### src/hdl/cts_pkg.sv
// Shared types, constants and character helpers for the token scanner.
package cts_pkg;

  // Widths of the offset and length result fields
  localparam int unsigned TOKEN_POS_W = 16;
  // Default width of the internal position counter
  localparam int unsigned POSITION_BITS_DEF = 16;
  // Bundle slots per source byte: close, punctuator, final close, end
  localparam int unsigned SLOT_NUM = 4;
  // Bundle queue depth between front and back
  localparam int unsigned QUEUE_DEPTH = 4;

  // Keyword count and identifier length counter
  localparam int unsigned KW_NUM = 4;
  localparam int unsigned KW_CNT_W = 3;
  localparam logic [KW_CNT_W-1:0] KW_CNT_SAT = 3'd7;
  localparam logic [KW_CNT_W-1:0] KW_TEXT_LEN = 3'd6;

  // ASCII codes used by the classifier
  localparam logic [7:0] CH_QUOTE = 8'h22;
  localparam logic [7:0] CH_UNDERSCORE = 8'h5F;

  typedef enum logic [4:0] {
    KIND_NUM    = 5'd0,
    KIND_STR    = 5'd1,
    KIND_IDENT  = 5'd2,
    KIND_IF     = 5'd3,
    KIND_ELSE   = 5'd4,
    KIND_WHILE  = 5'd5,
    KIND_RETURN = 5'd6,
    KIND_PLUS   = 5'd7,
    KIND_MINUS  = 5'd8,
    KIND_STAR   = 5'd9,
    KIND_SLASH  = 5'd10,
    KIND_ASSIGN = 5'd11,
    KIND_SEMI   = 5'd12,
    KIND_LPAREN = 5'd13,
    KIND_RPAREN = 5'd14,
    KIND_LBRACE = 5'd15,
    KIND_RBRACE = 5'd16,
    KIND_COMMA  = 5'd17,
    KIND_END    = 5'd18
  } token_kind_e;

  typedef enum logic [1:0] {
    MODE_IDLE  = 2'd0,
    MODE_NUM   = 2'd1,
    MODE_STR   = 2'd2,
    MODE_IDENT = 2'd3
  } scan_mode_e;

  // Input transaction
  typedef struct packed {
    logic [7:0] char_byte;
    logic       final_byte;
  } scan_in_t;

  // Result transaction
  typedef struct packed {
    token_kind_e            token_kind;
    logic [TOKEN_POS_W-1:0] token_start;
    logic [TOKEN_POS_W-1:0] token_length;
    logic                   run_end;
    logic                   position_overflow;
  } token_out_t;

  // One token candidate produced by the front
  typedef struct packed {
    token_kind_e            kind;
    logic [TOKEN_POS_W-1:0] start;
    logic [TOKEN_POS_W-1:0] length;
    logic                   ovf;
  } token_slot_t;

  // All tokens caused by one source byte
  typedef struct packed {
    logic [SLOT_NUM-1:0]      valid;
    token_slot_t [SLOT_NUM-1:0] slot;
  } token_bundle_t;

  // Queue status seen by the neighbors
  typedef struct packed {
    logic full;
    logic empty;
  } queue_status_t;

  function automatic logic is_digit(input logic [7:0] c);
    return (c >= "0") && (c <= "9");
  endfunction

  function automatic logic is_alpha(input logic [7:0] c);
    return ((c >= "a") && (c <= "z")) || ((c >= "A") && (c <= "Z"));
  endfunction

  function automatic logic is_space(input logic [7:0] c);
    return (c == " ") || ((c >= 8'd9) && (c <= 8'd13));
  endfunction

  function automatic logic is_ident_char(input logic [7:0] c);
    return is_alpha(c) || is_digit(c) || (c == CH_UNDERSCORE);
  endfunction

  // Punctuator lookup; KIND_END means the byte is not a punctuator
  function automatic token_kind_e punct_kind(input logic [7:0] c);
    token_kind_e k;
    case (c)
      "+":     k = KIND_PLUS;
      "-":     k = KIND_MINUS;
      "*":     k = KIND_STAR;
      "/":     k = KIND_SLASH;
      "=":     k = KIND_ASSIGN;
      ";":     k = KIND_SEMI;
      "(":     k = KIND_LPAREN;
      ")":     k = KIND_RPAREN;
      "{":     k = KIND_LBRACE;
      "}":     k = KIND_RBRACE;
      ",":     k = KIND_COMMA;
      default: k = KIND_END;
    endcase
    return k;
  endfunction

  // Keyword text table, zero padded
  function automatic logic [7:0] kw_char(input logic [1:0] k, input logic [KW_CNT_W-1:0] idx);
    logic [7:0] ch;
    ch = 8'h00;
    case (k)
      2'd0: begin
        case (idx)
          3'd0:    ch = "i";
          3'd1:    ch = "f";
          default: ch = 8'h00;
        endcase
      end
      2'd1: begin
        case (idx)
          3'd0:    ch = "e";
          3'd1:    ch = "l";
          3'd2:    ch = "s";
          3'd3:    ch = "e";
          default: ch = 8'h00;
        endcase
      end
      2'd2: begin
        case (idx)
          3'd0:    ch = "w";
          3'd1:    ch = "h";
          3'd2:    ch = "i";
          3'd3:    ch = "l";
          3'd4:    ch = "e";
          default: ch = 8'h00;
        endcase
      end
      default: begin
        case (idx)
          3'd0:    ch = "r";
          3'd1:    ch = "e";
          3'd2:    ch = "t";
          3'd3:    ch = "u";
          3'd4:    ch = "r";
          3'd5:    ch = "n";
          default: ch = 8'h00;
        endcase
      end
    endcase
    return ch;
  endfunction

  function automatic logic [KW_CNT_W-1:0] kw_len(input logic [1:0] k);
    logic [KW_CNT_W-1:0] len;
    case (k)
      2'd0:    len = 3'd2;
      2'd1:    len = 3'd4;
      2'd2:    len = 3'd5;
      default: len = 3'd6;
    endcase
    return len;
  endfunction

  function automatic token_kind_e kw_kind(input logic [1:0] k);
    token_kind_e kind;
    case (k)
      2'd0:    kind = KIND_IF;
      2'd1:    kind = KIND_ELSE;
      2'd2:    kind = KIND_WHILE;
      default: kind = KIND_RETURN;
    endcase
    return kind;
  endfunction

  // Identifier or keyword kind; the lowest matching keyword wins
  function automatic token_kind_e ident_kind(input logic [KW_NUM-1:0] cand,
                                             input logic [KW_CNT_W-1:0] cnt);
    token_kind_e kind;
    kind = KIND_IDENT;
    for (int k = KW_NUM - 1; k >= 0; k--) begin
      if (cand[k] && (kw_len(2'(k)) == cnt)) kind = kw_kind(2'(k));
    end
    return kind;
  endfunction

endpackage

### src/hdl/c_like_token_scanner.sv
// Streaming scanner for a small C-like language: top level with front, queue and back.
// The accepting edge writes the bundle queue; the output register is loaded from its head.
// Throughput: one source byte per cycle unless full; one token per cycle while pop is held.
// A byte with several tokens (up to three) holds the queue head until its last one is loaded.
// The four-bundle queue absorbs such bursts; full rises only once it fills.
// Reset (rst_ni low, async): position zero, no open token, queue and output empty.
module c_like_token_scanner import cts_pkg::*; #(
  parameter int unsigned POSITION_BITS = POSITION_BITS_DEF
) (
  input  logic       clk_i,
  input  logic       rst_ni,
  input  logic       push,
  output logic       full,
  input  scan_in_t   in_data_i,
  output logic       empty,
  input  logic       pop,
  output token_out_t out_data_o
);

  logic          accept;
  logic          wr_en;
  token_bundle_t wr_bundle, head;
  queue_status_t q_status;
  logic          q_pop;

  assign full   = q_status.full;
  assign accept = push && !q_status.full;

  cts_front #(
    .POSITION_BITS(POSITION_BITS)
  ) u_front (
    .clk_i,
    .rst_ni,
    .accept_i      (accept),
    .in_data_i,
    .bundle_valid_o(wr_en),
    .bundle_o      (wr_bundle)
  );

  cts_queue #(
    .DEPTH(QUEUE_DEPTH)
  ) u_queue (
    .clk_i,
    .rst_ni,
    .wr_en_i  (wr_en),
    .wr_data_i(wr_bundle),
    .rd_en_i  (q_pop),
    .rd_data_o(head),
    .status_o (q_status)
  );

  cts_back u_back (
    .clk_i,
    .rst_ni,
    .head_i    (head),
    .q_status_i(q_status),
    .q_pop_o   (q_pop),
    .pop,
    .empty,
    .out_data_o
  );

  // The front never writes into a full queue
  assert property (@(posedge clk_i) disable iff (!rst_ni) wr_en |-> !q_status.full)
    else $error("bundle written while queue full");

  // End tokens are always last of their byte and carry no text
  assert property (@(posedge clk_i) disable iff (!rst_ni)
    (!empty && (out_data_o.token_kind == KIND_END)) |->
      (out_data_o.run_end && (out_data_o.token_length == '0)))
    else $error("malformed end token");

  // A waiting bundle reaches the empty output register in the next cycle
  assert property (@(posedge clk_i) disable iff (!rst_ni)
    (!q_status.empty && empty) |=> !empty)
    else $error("output register not loaded from queue");

  // The queue is only drained while a bundle is present
  assert property (@(posedge clk_i) disable iff (!rst_ni) q_pop |-> !q_status.empty)
    else $error("queue popped while empty");

endmodule

### src/hdl/cts_front.sv
// Front end: classifies each source byte, tracks the open token, builds a token bundle.
module cts_front import cts_pkg::*; #(
  parameter int unsigned POSITION_BITS = POSITION_BITS_DEF
) (
  input  logic          clk_i,
  input  logic          rst_ni,
  input  logic          accept_i,
  input  scan_in_t      in_data_i,
  output logic          bundle_valid_o,
  output token_bundle_t bundle_o
);

  localparam int unsigned PW = POSITION_BITS;

  // Slot positions inside a bundle
  localparam int unsigned SLOT_CLOSE = 0;
  localparam int unsigned SLOT_PUNCT = 1;
  localparam int unsigned SLOT_FINAL = 2;
  localparam int unsigned SLOT_END   = 3;

  scan_mode_e          mode_q, mode_d, mode_mid;
  logic [PW-1:0]       begin_q, begin_d, begin_mid;
  logic [PW-1:0]       pos_q, pos_d;
  logic [KW_NUM-1:0]   cand_q, cand_d, cand_mid, cand_feed;
  logic [KW_CNT_W-1:0] cnt_q, cnt_d, cnt_mid, cnt_feed, feed_idx;
  logic                ovf_q, ovf_d;

  logic [7:0]  ch;
  logic        fin;
  logic        at_max;
  logic [PW-1:0] pos_next;
  logic        close_old, start_ident, feed_en, consumed;
  token_kind_e pk;
  token_kind_e close_kind;

  assign ch       = in_data_i.char_byte;
  assign fin      = in_data_i.final_byte;
  assign at_max   = (pos_q == {PW{1'b1}});
  assign pos_next = at_max ? pos_q : pos_q + PW'(1);
  assign pk       = punct_kind(ch);

  // Keyword matcher step for one identifier byte
  always_comb begin
    logic [KW_NUM-1:0] base;
    base     = start_ident ? {KW_NUM{1'b1}} : cand_q;
    feed_idx = start_ident ? '0 : cnt_q;
    cand_feed = base;
    if (feed_idx >= KW_TEXT_LEN) begin
      cand_feed = '0;
    end else begin
      for (int k = 0; k < KW_NUM; k++) begin
        if (kw_char(2'(k), feed_idx) != ch) cand_feed[k] = 1'b0;
      end
    end
    cnt_feed = (feed_idx < KW_CNT_SAT) ? feed_idx + KW_CNT_W'(1) : feed_idx;
  end

  // Scan state next value
  always_comb begin
    consumed    = 1'b0;
    close_old   = 1'b0;
    start_ident = 1'b0;
    feed_en     = 1'b0;
    mode_mid    = mode_q;
    begin_mid   = begin_q;
    close_kind  = KIND_NUM;
    case (mode_q)
      MODE_NUM: begin
        if (is_digit(ch)) consumed = 1'b1;
        else begin
          close_old = 1'b1;
          mode_mid  = MODE_IDLE;
        end
      end
      MODE_IDENT: begin
        close_kind = ident_kind(cand_q, cnt_q);
        if (is_ident_char(ch)) begin
          consumed = 1'b1;
          feed_en  = 1'b1;
        end else begin
          close_old = 1'b1;
          mode_mid  = MODE_IDLE;
        end
      end
      MODE_STR: begin
        close_kind = KIND_STR;
        consumed   = 1'b1;
        if (ch == CH_QUOTE) begin
          close_old = 1'b1;
          mode_mid  = MODE_IDLE;
        end
      end
      default: ;
    endcase
    // Opening a new token
    if (!consumed && !is_space(ch)) begin
      if (is_digit(ch)) begin
        mode_mid  = MODE_NUM;
        begin_mid = pos_q;
      end else if (is_alpha(ch) || (ch == CH_UNDERSCORE)) begin
        mode_mid    = MODE_IDENT;
        begin_mid   = pos_q;
        start_ident = 1'b1;
        feed_en     = 1'b1;
      end else if (ch == CH_QUOTE) begin
        mode_mid  = MODE_STR;
        begin_mid = pos_next;
      end
    end
    cand_mid = feed_en ? cand_feed : cand_q;
    cnt_mid  = feed_en ? cnt_feed : cnt_q;

    // Final byte returns everything to reset
    if (fin) begin
      mode_d  = MODE_IDLE;
      begin_d = '0;
      pos_d   = '0;
      cand_d  = {KW_NUM{1'b1}};
      cnt_d   = '0;
      ovf_d   = 1'b0;
    end else begin
      mode_d  = mode_mid;
      begin_d = begin_mid;
      pos_d   = pos_next;
      cand_d  = cand_mid;
      cnt_d   = cnt_mid;
      ovf_d   = ovf_q | at_max;
    end
  end

  // Token bundle for this byte
  always_comb begin
    logic ovf_fin;
    ovf_fin  = ovf_q | at_max;
    bundle_o = '0;

    bundle_o.valid[SLOT_CLOSE]       = close_old;
    bundle_o.slot[SLOT_CLOSE].kind   = close_kind;
    bundle_o.slot[SLOT_CLOSE].start  = TOKEN_POS_W'(begin_q);
    bundle_o.slot[SLOT_CLOSE].length = TOKEN_POS_W'(pos_q - begin_q);
    bundle_o.slot[SLOT_CLOSE].ovf    = ovf_q;

    bundle_o.valid[SLOT_PUNCT]       = !consumed && (pk != KIND_END);
    bundle_o.slot[SLOT_PUNCT].kind   = pk;
    bundle_o.slot[SLOT_PUNCT].start  = TOKEN_POS_W'(pos_q);
    bundle_o.slot[SLOT_PUNCT].length = TOKEN_POS_W'(1);
    bundle_o.slot[SLOT_PUNCT].ovf    = ovf_q;

    bundle_o.valid[SLOT_FINAL]       = fin && ((mode_mid == MODE_NUM) ||
                                               (mode_mid == MODE_IDENT));
    bundle_o.slot[SLOT_FINAL].kind   = (mode_mid == MODE_NUM) ? KIND_NUM
                                       : ident_kind(cand_mid, cnt_mid);
    bundle_o.slot[SLOT_FINAL].start  = TOKEN_POS_W'(begin_mid);
    bundle_o.slot[SLOT_FINAL].length = TOKEN_POS_W'(pos_next - begin_mid);
    bundle_o.slot[SLOT_FINAL].ovf    = ovf_fin;

    bundle_o.valid[SLOT_END]         = fin;
    bundle_o.slot[SLOT_END].kind     = KIND_END;
    bundle_o.slot[SLOT_END].start    = TOKEN_POS_W'(pos_next);
    bundle_o.slot[SLOT_END].length   = '0;
    bundle_o.slot[SLOT_END].ovf      = ovf_fin;
  end

  assign bundle_valid_o = accept_i && (|bundle_o.valid);

  // Scan state registers
  always_ff @(posedge clk_i or negedge rst_ni) begin
    if (!rst_ni) begin
      mode_q  <= MODE_IDLE;
      begin_q <= '0;
      pos_q   <= '0;
      cand_q  <= {KW_NUM{1'b1}};
      cnt_q   <= '0;
      ovf_q   <= 1'b0;
    end else if (accept_i) begin
      mode_q  <= mode_d;
      begin_q <= begin_d;
      pos_q   <= pos_d;
      cand_q  <= cand_d;
      cnt_q   <= cnt_d;
      ovf_q   <= ovf_d;
    end
  end

endmodule

### src/hdl/cts_queue.sv
// Bundle queue decoupling the front end from the token serializer.
module cts_queue import cts_pkg::*; #(
  parameter int unsigned DEPTH = QUEUE_DEPTH
) (
  input  logic          clk_i,
  input  logic          rst_ni,
  input  logic          wr_en_i,
  input  token_bundle_t wr_data_i,
  input  logic          rd_en_i,
  output token_bundle_t rd_data_o,
  output queue_status_t status_o
);

  localparam int unsigned PTR_W = (DEPTH > 1) ? $clog2(DEPTH) : 1;
  localparam int unsigned CNT_W = $clog2(DEPTH + 1);
  localparam logic [PTR_W-1:0] PTR_LAST = PTR_W'(DEPTH - 1);

  token_bundle_t    mem_q [DEPTH];
  logic [PTR_W-1:0] wr_ptr_q, wr_ptr_d, rd_ptr_q, rd_ptr_d;
  logic [CNT_W-1:0] cnt_q, cnt_d;
  logic             do_wr, do_rd;

  assign status_o.full  = (cnt_q == CNT_W'(DEPTH));
  assign status_o.empty = (cnt_q == '0);
  assign do_wr = wr_en_i && !status_o.full;
  assign do_rd = rd_en_i && !status_o.empty;
  assign rd_data_o = mem_q[rd_ptr_q];

  // Pointer and fill count update
  always_comb begin
    wr_ptr_d = do_wr ? ((wr_ptr_q == PTR_LAST) ? '0 : wr_ptr_q + PTR_W'(1)) : wr_ptr_q;
    rd_ptr_d = do_rd ? ((rd_ptr_q == PTR_LAST) ? '0 : rd_ptr_q + PTR_W'(1)) : rd_ptr_q;
    cnt_d    = cnt_q;
    if (do_wr && !do_rd) cnt_d = cnt_q + CNT_W'(1);
    else if (!do_wr && do_rd) cnt_d = cnt_q - CNT_W'(1);
  end

  always_ff @(posedge clk_i or negedge rst_ni) begin
    if (!rst_ni) begin
      wr_ptr_q <= '0;
      rd_ptr_q <= '0;
      cnt_q    <= '0;
    end else begin
      wr_ptr_q <= wr_ptr_d;
      rd_ptr_q <= rd_ptr_d;
      cnt_q    <= cnt_d;
    end
  end

  // Storage, no reset needed
  always_ff @(posedge clk_i) begin
    if (do_wr) mem_q[wr_ptr_q] <= wr_data_i;
  end

endmodule

### src/hdl/cts_back.sv
// Back end: walks a bundle's valid slots; one token per cycle unless pop is low.
module cts_back import cts_pkg::*; (
  input  logic          clk_i,
  input  logic          rst_ni,
  input  token_bundle_t head_i,
  input  queue_status_t q_status_i,
  output logic          q_pop_o,
  input  logic          pop,
  output logic          empty,
  output token_out_t    out_data_o
);

  logic [SLOT_NUM-1:0] done_q, done_d;
  logic [SLOT_NUM-1:0] remain, sel, rest;
  logic                out_valid_q, out_valid_d;
  token_out_t          out_q, out_d;
  logic                load, taken;
  token_slot_t         pick;

  assign remain = head_i.valid & ~done_q;
  assign sel    = remain & (~remain + SLOT_NUM'(1));
  assign rest   = remain & ~sel;
  assign taken  = pop && out_valid_q;
  assign load   = !q_status_i.empty && (!out_valid_q || taken);
  assign q_pop_o = load && (rest == '0);

  // Slot select and next output
  always_comb begin
    pick = head_i.slot[0];
    for (int s = SLOT_NUM - 1; s >= 0; s--) begin
      if (sel[s]) pick = head_i.slot[s];
    end
    out_d.token_kind        = pick.kind;
    out_d.token_start       = pick.start;
    out_d.token_length      = pick.length;
    out_d.run_end           = (rest == '0);
    out_d.position_overflow = pick.ovf;

    done_d = done_q;
    if (load) done_d = (rest == '0) ? '0 : (done_q | sel);
    out_valid_d = load ? 1'b1 : (taken ? 1'b0 : out_valid_q);
  end

  always_ff @(posedge clk_i or negedge rst_ni) begin
    if (!rst_ni) begin
      done_q      <= '0;
      out_valid_q <= 1'b0;
    end else begin
      done_q      <= done_d;
      out_valid_q <= out_valid_d;
    end
  end

  // Output payload register
  always_ff @(posedge clk_i) begin
    if (load) out_q <= out_d;
  end

  assign empty      = !out_valid_q;
  assign out_data_o = out_q;

endmodule
### config.mk
export PLATFORM = sky130hd
export DESIGN_NAME = c_like_token_scanner
export DESIGN_NICKNAME = d
export VERILOG_FILES = /design/src/hdl/cts_pkg.sv /design/src/hdl/c_like_token_scanner.sv /design/src/hdl/cts_front.sv /design/src/hdl/cts_queue.sv /design/src/hdl/cts_back.sv
export SDC_FILE = /design/constraint.sdc
export NUM_CORES = 1
export LEC_CHECK = 0
export BUFFER_PORTS_ARGS = -buffer_cell sky130_fd_sc_hd__clkbuf_2
export CAP_MARGIN = 0
export CORE_ASPECT_RATIO = 0.5
export CORE_MARGIN = 2
export CORE_UTILIZATION = 25
export CTS_CLUSTER_DIAMETER = 50
export DETAILED_ROUTE_END_ITERATION = 10
export GPL_TIMING_DRIVEN = 0
export SLEW_MARGIN = 40
export SYNTH_ARGS = -nofsm -noshare
export SYNTH_HDL_FRONTEND = slang
export SYNTH_SLANG_ARGS = --single-unit
### constraint.sdc
create_clock -name clk_i -period 19.9 [get_ports clk_i]
set_input_delay 0.995 -clock clk_i [delete_from_list [all_inputs] [get_ports clk_i]]
set_output_delay 0.995 -clock clk_i [all_outputs]
set_load 0.01 [all_outputs]
======== Yosys cells after proc, flatten, opt, wreduce, memory -nomap -nowiden ========
Memories as Yosys holds them, arrays and structs flattened.
Index checks and enable logic that the tools add are counted.
word-level totals
  flip-flop bits (word level) ............. 93
  memory bits (writable) .................. 468
  input port bits ......................... 13
  output and inout bits ................... 41
  word-level logic and storage cells ...... 210
  memories ................................ 1
memory list
  memory         words  width  rd ports  clocked after Yosys merged registers in  wr ports  RTL line         text
  u_queue.mem_q  4      117    1         0                                        1         cts_queue.sv:18  token_bundle_t mem_q [DEPTH];
operators by class
  add/sub/neg operators ................... 9
  order comparisons ....................... 10
  eq/ne operators ......................... 41
  mux-type cells .......................... 79
  bitwise logic cells ..................... 8
  reduce and logical (&&, ||, !) cells .... 46
operators by type and width
  cell                                                  number
  2-to-1 mux 38 bit                                     4
  2-to-1 mux 16 bit                                     7
  equality test 8 x 6 -> 1 bit (second input constant)  11
  case mux 7 bit (5 select lines)                       2
  2-to-1 mux 3 bit                                      19
  case mux 5 bit (11 select lines)                      1
  2-to-1 mux 8 bit                                      4
  inequality test 8 bit                                 4
  subtractor 16 bit                                     2
  equality test 8 x 7 -> 1 bit (second input constant)  3
  logical AND 1 bit                                     24
  2-to-1 mux 1 bit                                      21
  case mux 7 bit (3 select lines)                       1
  2-to-1 mux 2 bit                                      10
  2-to-1 mux 4 bit                                      5
  adder 16 x 1 -> 16 bit (second input constant)        1
  equality test 16 bit (second input constant)          1
  >= comparator 8 x 7 -> 1 bit (second input constant)  2
  <= comparator 8 x 7 -> 1 bit (second input constant)  2
  case mux 7 bit (2 select lines)                       1
  bitwise AND 4 bit                                     3
  equality test 3 bit                                   4
  inverter 4 bit                                        3
  equality test 2 bit (second input constant)           5
  other kinds (29)                                      53

======== Longest topological paths before layout ========
Gate-level depths: netlist (run 1).
  depth in word-level cells ............... 25
  depth in mapped cells ................... 21
  mapped depth without buffers ............ 19

======== By module ========
A second synthesis (run 1) with hierarchy kept.
second synthesis, totals
  cell total of the unflattened synthesis .. 1902
  area, all modules ....................... 31511.5 um^2
by module, submodules not included
  module                times used  cells each  area an instance (um^2)  seq. area each (um^2)
  cts_queue             1           852         22955.8                  18913.1
  cts_front             1           748         5591.6                   1056.0
  cts_back              1           301         2950.3                   1296.2
  c_like_token_scanner  1           1           13.8                     0.0

======== Worst setup path before layout (run 1) ========
No wires, ideal clock.
  kind .................................... input -> register
  from .................................... input port in_data_i[1] (netlist bit)
  to ...................................... memory u_queue.mem_q[0][100] (netlist bit) (enable)
  library setup time ...................... 0.587 ns
  arrival time ............................ 7.344 ns
  required time ........................... 19.313 ns
  slack ................................... 11.969 ns
  cell stages on the path ................. 8
  buffers on the path ..................... 1
  cells stage by stage .................... buf_4 > or4_4 > o22ai_4 > a21bo_2 > a31oi_1 > nor2_1 > o31ai_4 > nor2_1
RTL lines
  item                RTL line                    text
  start: declaration  c_like_token_scanner.sv:14  input scan_in_t in_data_i,
  end: declaration    cts_queue.sv:18

==> metrics.csv, run 1 <==
metric,value,unit
status,"finished, final reports clean",
synth-edff-count,491,
syn_area_per_cell,15.31,um2
ant_nets,0,
clockBufferDepth,3,
critPathMaxFanout,10,
relSlewSlack,38.30,%
vias_per_cell,4.847,
ys_seq_area_share,66.05,%
async_flop_share,9.908,%
clock_skew,28.33,ps
syn-instance-count,1592,
post-route-period-util,32.38,%
crit_buf_inv,4,
ios,54,
slew_viol_final,0,
finalHoldViolCount,0,
worstSetupPathType,in2reg,
core,95990,um2
clock_latency,600,ps
path_cells,clkbuf_2 -> buf_2 -> nor4b_2 -> nand2b_1 -> or3_1 -> a21oi_1 -> buf_2 -> clkbuf_1 -> o21ai_0 -> ha_1 -> nand3_1 -> a2111oi_2 -> nor3_1 -> o41ai_1 -> a21o_1 -> a21oi_1 -> xnor2_1,
drc,0,
grt_util_all_layers,12.92,%
whs,390.6,ps
tightest_slew,920.5,ps
dieArea,100200,um2
drt-total-wl,64.80,mm
rsz0062_at_grt,no,
vias,14904,
grt_antenna_before_repair,0,
finalNetCount,1808,
ctsHoldBuffers,0,
required,20280,ps
fmax,0.1552,GHz
stdcell_count,3075,
layout-drive-gt1-share,22.19,%
synth_top_area_share,60.49,%
max-vdd-ir-drop,0.08093,mV
path_clk_slew,60,ps
rows,80,
cts.htree.levels,3,
synth-seq-cells,545,
syn2layout_area_growth,20.32,%
ys.flop_type,edfxtp_1,
dp.cells,2953,
cts_sinks,545,
yosysTopAreaCell,edfxtp_1,
grt_first_pass_wirelength,97.00,mm
path_delay_family,compound AO/OA/AOI/OAI gates,
ys_types,83,
die_h,224.8,um
synth.area.top_cells,"edfxtp_1, mux4_2, dfrtp_1",
globalplace.congestion,0.9047,
post_cts_resized,0,
cts_setup_buffers,0,
numCtsBuffers,66,
cp_slowest_cell,o41ai_1,
die_x,445.6,um
cts_root_buf,clkbuf_16,
port_buffers,52,
critical_path.max_stage_delay,720,ps
start_util,25.39,%
grt_pass1_vias,15010,
syn_area,24370,um2
setup_viol,0,
first_pass_iters,6,
crit_arrival,6820,ps
syn_nets,1650,
min_period,6444,ps
routedWlPerCell,21.07,um
maxCapViolCount,0,
ys_warn_count,0,
critPathCaptureType,flop,
power_per_cell_area,153.2,nW/um2
p_leak,9.939,nW
fin_tns_setup,0,ps
grt_max_degree,55,
p_total,0.004494,W
dp_hpwl,46.28,mm
hold_path_class,in2async,
crit_path_start_kind,input pin,
cts_tree,built,
grt_overflow,0,
drtIter0Drc,1453,
routing by layer:
layer,track usage [%],vias up,part of all wire [%]
met5,0,-,0
met4,5.008,0,3.4
met3,2.149,112,5.6
met2,21.18,508,48
met1,17.15,7682,43
li1,-,6602,-
sequential cells by signal, indices dropped and copies added, names as in the netlist, 3 cells and up:
name               count
u_front.pos_q         16
u_front.cand_q         4
u_queue.cnt_q          3
u_back.out_data_o     39
u_front.cnt_q          3
u_queue.mem_q        452
u_back.done_q          4
u_front.begin_q       16
cells in the mapped netlist (18+ instances only):
library cell	number
nor3_1	32
a22oi_1	26
clkbuf_1	69
nand2_1	90
inv_1	64
xnor2_1	33
mux2i_1	21
a21oi_1	69
dfrtp_1	50
o22ai_1	18
mux4_2	112
nor2_1	89
a211oi_1	18
edfxtp_1	491
ha_1	42
o21ai_0	81
per-stage QoR:
| step | cell area [um2] | utilization, % | setup slack, ps |
|---|---|---|---|
| global route | 29330 | 30.55 | 13170 |
| CTS | 29310 | 30.53 | 13410 |
| global placement | 26230 | 27.32 | 6707 |
| finish | 29330 | 30.55 | 13460 |
| floorplan | 24370 | - | 11970 |
| detailed placement | 27100 | 28.23 | 12820 |
worst reg2reg max path: stages (launching register included):
cell and delay (ps):
dfrtp_1 460, clkbuf_1 320, nand4_1 230, nor4_2 720
nand2_1 140, clkbuf_1 350, a21oi_1 710, o22ai_1 180
nand2_1 110, o21a_1 260, inv_1 70, ha_1 330
nor3_1 100, a2111oi_2 560, nor3_1 190, o41ai_1 720
a21o_1 210, a21oi_1 70, xnor2_1 300
placed cells by master (no fill, tap or decap), types with 18 or more instances in the layout:
cell,instances
clkbuf_1,73
clkbuf_2,63
nor2_1,84
a21oi_1,68
clkbuf_16,71
nand2_1,90
ha_1,42
o21ai_0,81
xnor2_1,33
o22ai_1,18
buf_8,21
a22oi_1,26
dfrtp_1,50
a211oi_1,18
inv_1,64
nor3_1,29
edfxtp_1,491
mux2i_1,21
mux4_2,112
buf_2,21
logic make-up after synthesis:
kind of cell               synth area share, %
buffers and inverters                    2.582
DFF                                      66.05
AOI/OAI and AO/OA                        9.245
and+or+nand+nor                          6.416
adders and majority gates                2.526
xor gates and xnor gates                 1.365
muxes                                    11.81
power by group:
part / internal [W] / total (W) / leakage [nW] / switching, W
Sequential: 0.00161 / 0.00169 / 5.23 / 0.0000816
Clock: 0.000741 / 0.00121 / 1.08 / 0.000468
Combinational: 0.000613 / 0.00160 / 3.63 / 0.000985
Total: 0.00296 / 0.00449 / 9.94 / 0.00153
final cells by class:
type                       count  area [um2]
inverter                      65       244.0
sequential                   545       16100
buffer                        94       409.1
clock inverter                32       341.6
multi-input combinational    888        7724
fill                        9377       66660
clock buffer                  89        1864
timing repair buffer          90        1052
antenna                        1       2.502
tap                         1271        1590
worst paths after layout:
kind                                                   start                              to  slack, ps  cells after the start
worst max-delay path                            in_data_i[5]  u_queue.mem_q[0][76]$_DFFE_PP_      13460                     17
worst min-delay path                                  rst_ni  u_front.begin_q[8]$_DFFE_PN0P_        390                      1
worst max register to register  u_front.pos_q[9]$_DFFE_PN0P_  u_queue.mem_q[0][76]$_DFFE_PP_      13670                     18
worst min register to register  u_queue.cnt_q[2]$_DFFE_PN0P_    u_queue.cnt_q[2]$_DFFE_PN0P_        500                      1
max in group asynchronous                             rst_ni   u_front.cand_q[0]$_DFFE_PN1P_      19090                      1
min in group clk_i              u_queue.cnt_q[2]$_DFFE_PN0P_    u_queue.cnt_q[2]$_DFFE_PN0P_        500                      1
Power figures use the tool's default switching activity.
==> inputs of run 2 (changes only) <==
clock period = 6.4 ns   (was 19.9 ns; I/O delays follow)
==> run 2 against run 1 <==
Compared with the run above: non-clock buffer count is 2 higher; routed wire length about the same; clock power increased to 3.1 times the previous value; critical endpoint unchanged; largest cell class unchanged; die area unchanged; largest power group unchanged.
==> metrics.csv, run 2 (synthesis gave the netlist of run 1 again) <==
metric,value,unit,change
maxCapViolCount,0,,unchanged
clock_skew,28.38,ps,+0.04790 ps
clock_latency,600,ps,about the same
cts.htree.levels,3,,unchanged
crit_path_start_kind,flop,,
die_h,224.8,um,unchanged
place_ws,-0.3837,ps,-12820 ps
slew_viol_final,0,,unchanged
dieArea,100200,um2,unchanged
cts_root_buf,clkbuf_16,,
grt_antenna_before_repair,0,,unchanged
pwr-share-seq,37.5,%,about the same
routedWlPerCell,21.07,um,about the same
ant_nets,0,,unchanged
min_period,6061,ps,
syn2layout_area_growth,20.42,%,about the same
post-route-period-util,94.70,%,
final_common_cell,edfxtp_1,,
clockPowerShare,26.9,%,about the same
p_sw,0.004771,W,+210%
p_total,0.01397,W,+210%
fin_tns_setup,0,ps,unchanged
numCtsBuffers,66,,unchanged
critPathCaptureType,flop,,
start_util,25.39,%,unchanged
grt_util_all_layers,12.92,%,about the same
first_pass_iters,5,,-1
cts_sinks,545,,unchanged
relSlewSlack,40.61,%,+2.3 points
globalplace.congestion,0.9047,,unchanged
grt_max_degree,55,,unchanged
vias_per_cell,4.845,,about the same
combPwrFrac,35.6,%,about the same
crit_arrival,6440,ps,-380 ps
ios,54,,unchanged
switching_share,34.14,%,about the same
clockBufferDepth,3,,unchanged
cts_setup_buffers,0,,unchanged
vias,14909,,+0.034%
finalNetCount,1810,,+0.11%
layout-drive-gt1-share,22.22,%,+0.031 points
core,95990,um2,unchanged
drc,0,,unchanged
path_clk_slew,60,ps,about the same
top_register,u_queue.mem_q,,
rows,80,,unchanged
setup_viol,0,,unchanged
grt_first_pass_wirelength,97.01,mm,about the same
fmax,0.1650,GHz,
die_x,445.6,um,unchanged
status,"finished, final reports clean",,
cts_tree,built,,
p_leak,9.947,nW,about the same
whs,278.3,ps,-112.3 ps
fin_ws,338.9,ps,-13120 ps
layout_common_cells,"edfxtp_1, mux4_2, nand2_1, nor2_1, o21ai_0",,
p_int,0.009203,W,+210%
critPathMaxFanout,10,,unchanged
hold_path_class,in2async,,
max-vdd-ir-drop,0.2518,mV,+210%
grt_overflow,0,,unchanged
power_per_cell_area,476.1,nW/um2,+210%
drtIter0Drc,1564,,+7.6%
drt-total-wl,64.82,mm,about the same
n_fill_cell,9375,,-0.021%
required,6780,ps,-13500 ps
rsz0062_at_grt,no,,
grt_pass1_vias,15013,,+0.020%
tightest_slew,886.0,ps,-34.48 ps
finalHoldViolCount,0,,unchanged
largest_reg_flops,452,,unchanged
dp_hpwl,46.28,mm,unchanged
worstSetupPathType,reg2reg,,
port_buffers,52,,unchanged
## run 2: cell count changes in the layout (fill, tap and decap cells not counted)
| cell | previous run | this run |
|---|---|---|
| a21oi_1 | 68 | 67 |
| a21oi_2 | 1 | 2 |
| dlygate4sd3_1 | 0 | 2 |
## run 2: area by class of cell
class                      instances  area [um2]  share of cell area, %
clock inverter                    32       341.6                  1.164
clock buffer                      89        1864                  6.352
sequential                       545       16100                  54.85
tap                             1271        1590                  5.418
inverter                          65       244.0                 0.8312
timing repair buffer              92        1072                  3.653
buffer                            94       409.1                  1.394
antenna                            1       2.502               0.008526
multi-input combinational        888        7727                  26.33
## run 2: worst max-delay path, stage by stage, from the launching register on
cell	delay, ps
dfrtp_1	460
clkbuf_1	320
nand4_1	240
nor4_2	710
nand2_1	150
clkbuf_1	350
mux2i_1	290
a22oi_1	230
o22a_1	340
inv_1	100
ha_1	280
nor2b_1	150
o31ai_1	190
a2111oi_2	550
nor3_1	180
o41ai_1	720
a21o_1	210
a21oi_1	70
xnor2_1	300
## run 2: worst paths after layout
kind	start	end	slack, ps	cells past startpoint
min in group clk_i	in_data_i[6]	u_queue.mem_q[2][58]$_DFFE_PP_	300	2
worst max register to register	u_front.pos_q[9]$_DFFE_PN0P_	u_queue.mem_q[0][76]$_DFFE_PP_	340	18
max in group asynchronous	rst_ni	u_front.cand_q[2]$_DFFE_PN1P_	5690	2
worst max-delay path	u_front.pos_q[9]$_DFFE_PN0P_	u_queue.mem_q[0][76]$_DFFE_PP_	340	18
worst min-delay path	rst_ni	u_front.begin_q[8]$_DFFE_PN0P_	280	2
worst min register to register	u_queue.cnt_q[2]$_DFFE_PN0P_	u_queue.cnt_q[2]$_DFFE_PN0P_	500	1
## run 2: metrics by stage
stage | std cells | utilization (%) | area (um2)
2_1_floorplan | 1592 | - | 24370
5_1_grt | 3076 | 30.57 | 29350
4_1_cts | 3076 | 30.55 | 29330
3_3_place_gp | 2915 | 27.32 | 26230
6_report | 3077 | 30.58 | 29350
3_5_place_dp | 2953 | 28.23 | 27100
## run 2: power groups by stage
stage                     combinational (W)  clock [W]  sequential, W
final                               0.00497    0.00376        0.00525
after global routing                0.00538    0.00396        0.00531
after CTS                           0.00503    0.00382        0.00526
after detailed placement            0.00501          0        0.00533
after global placement              0.00471          0        0.00545
after floorplan                     0.00301          0        0.00537
## run 2: what timing repair did
| action | CTS | global route |
|---|---|---|
| gates resized for setup | 0 | 1 |
| hold buffers | 2 | 0 |
| setup endpoints to repair | 0 | 4 |
| hold endpoints to repair | 51 | 0 |
## run 2: metal layers
layer	wire length, um	part of all wire, %	vias to the layer above	track usage (%)
met2	31280	48	524	21.18
met1	27380	42	7663	17.15
li1	-	-	6612	-
met4	2190	3.4	0	5.008
met5	0	0	-	0
met3	3967	6.1	110	2.149
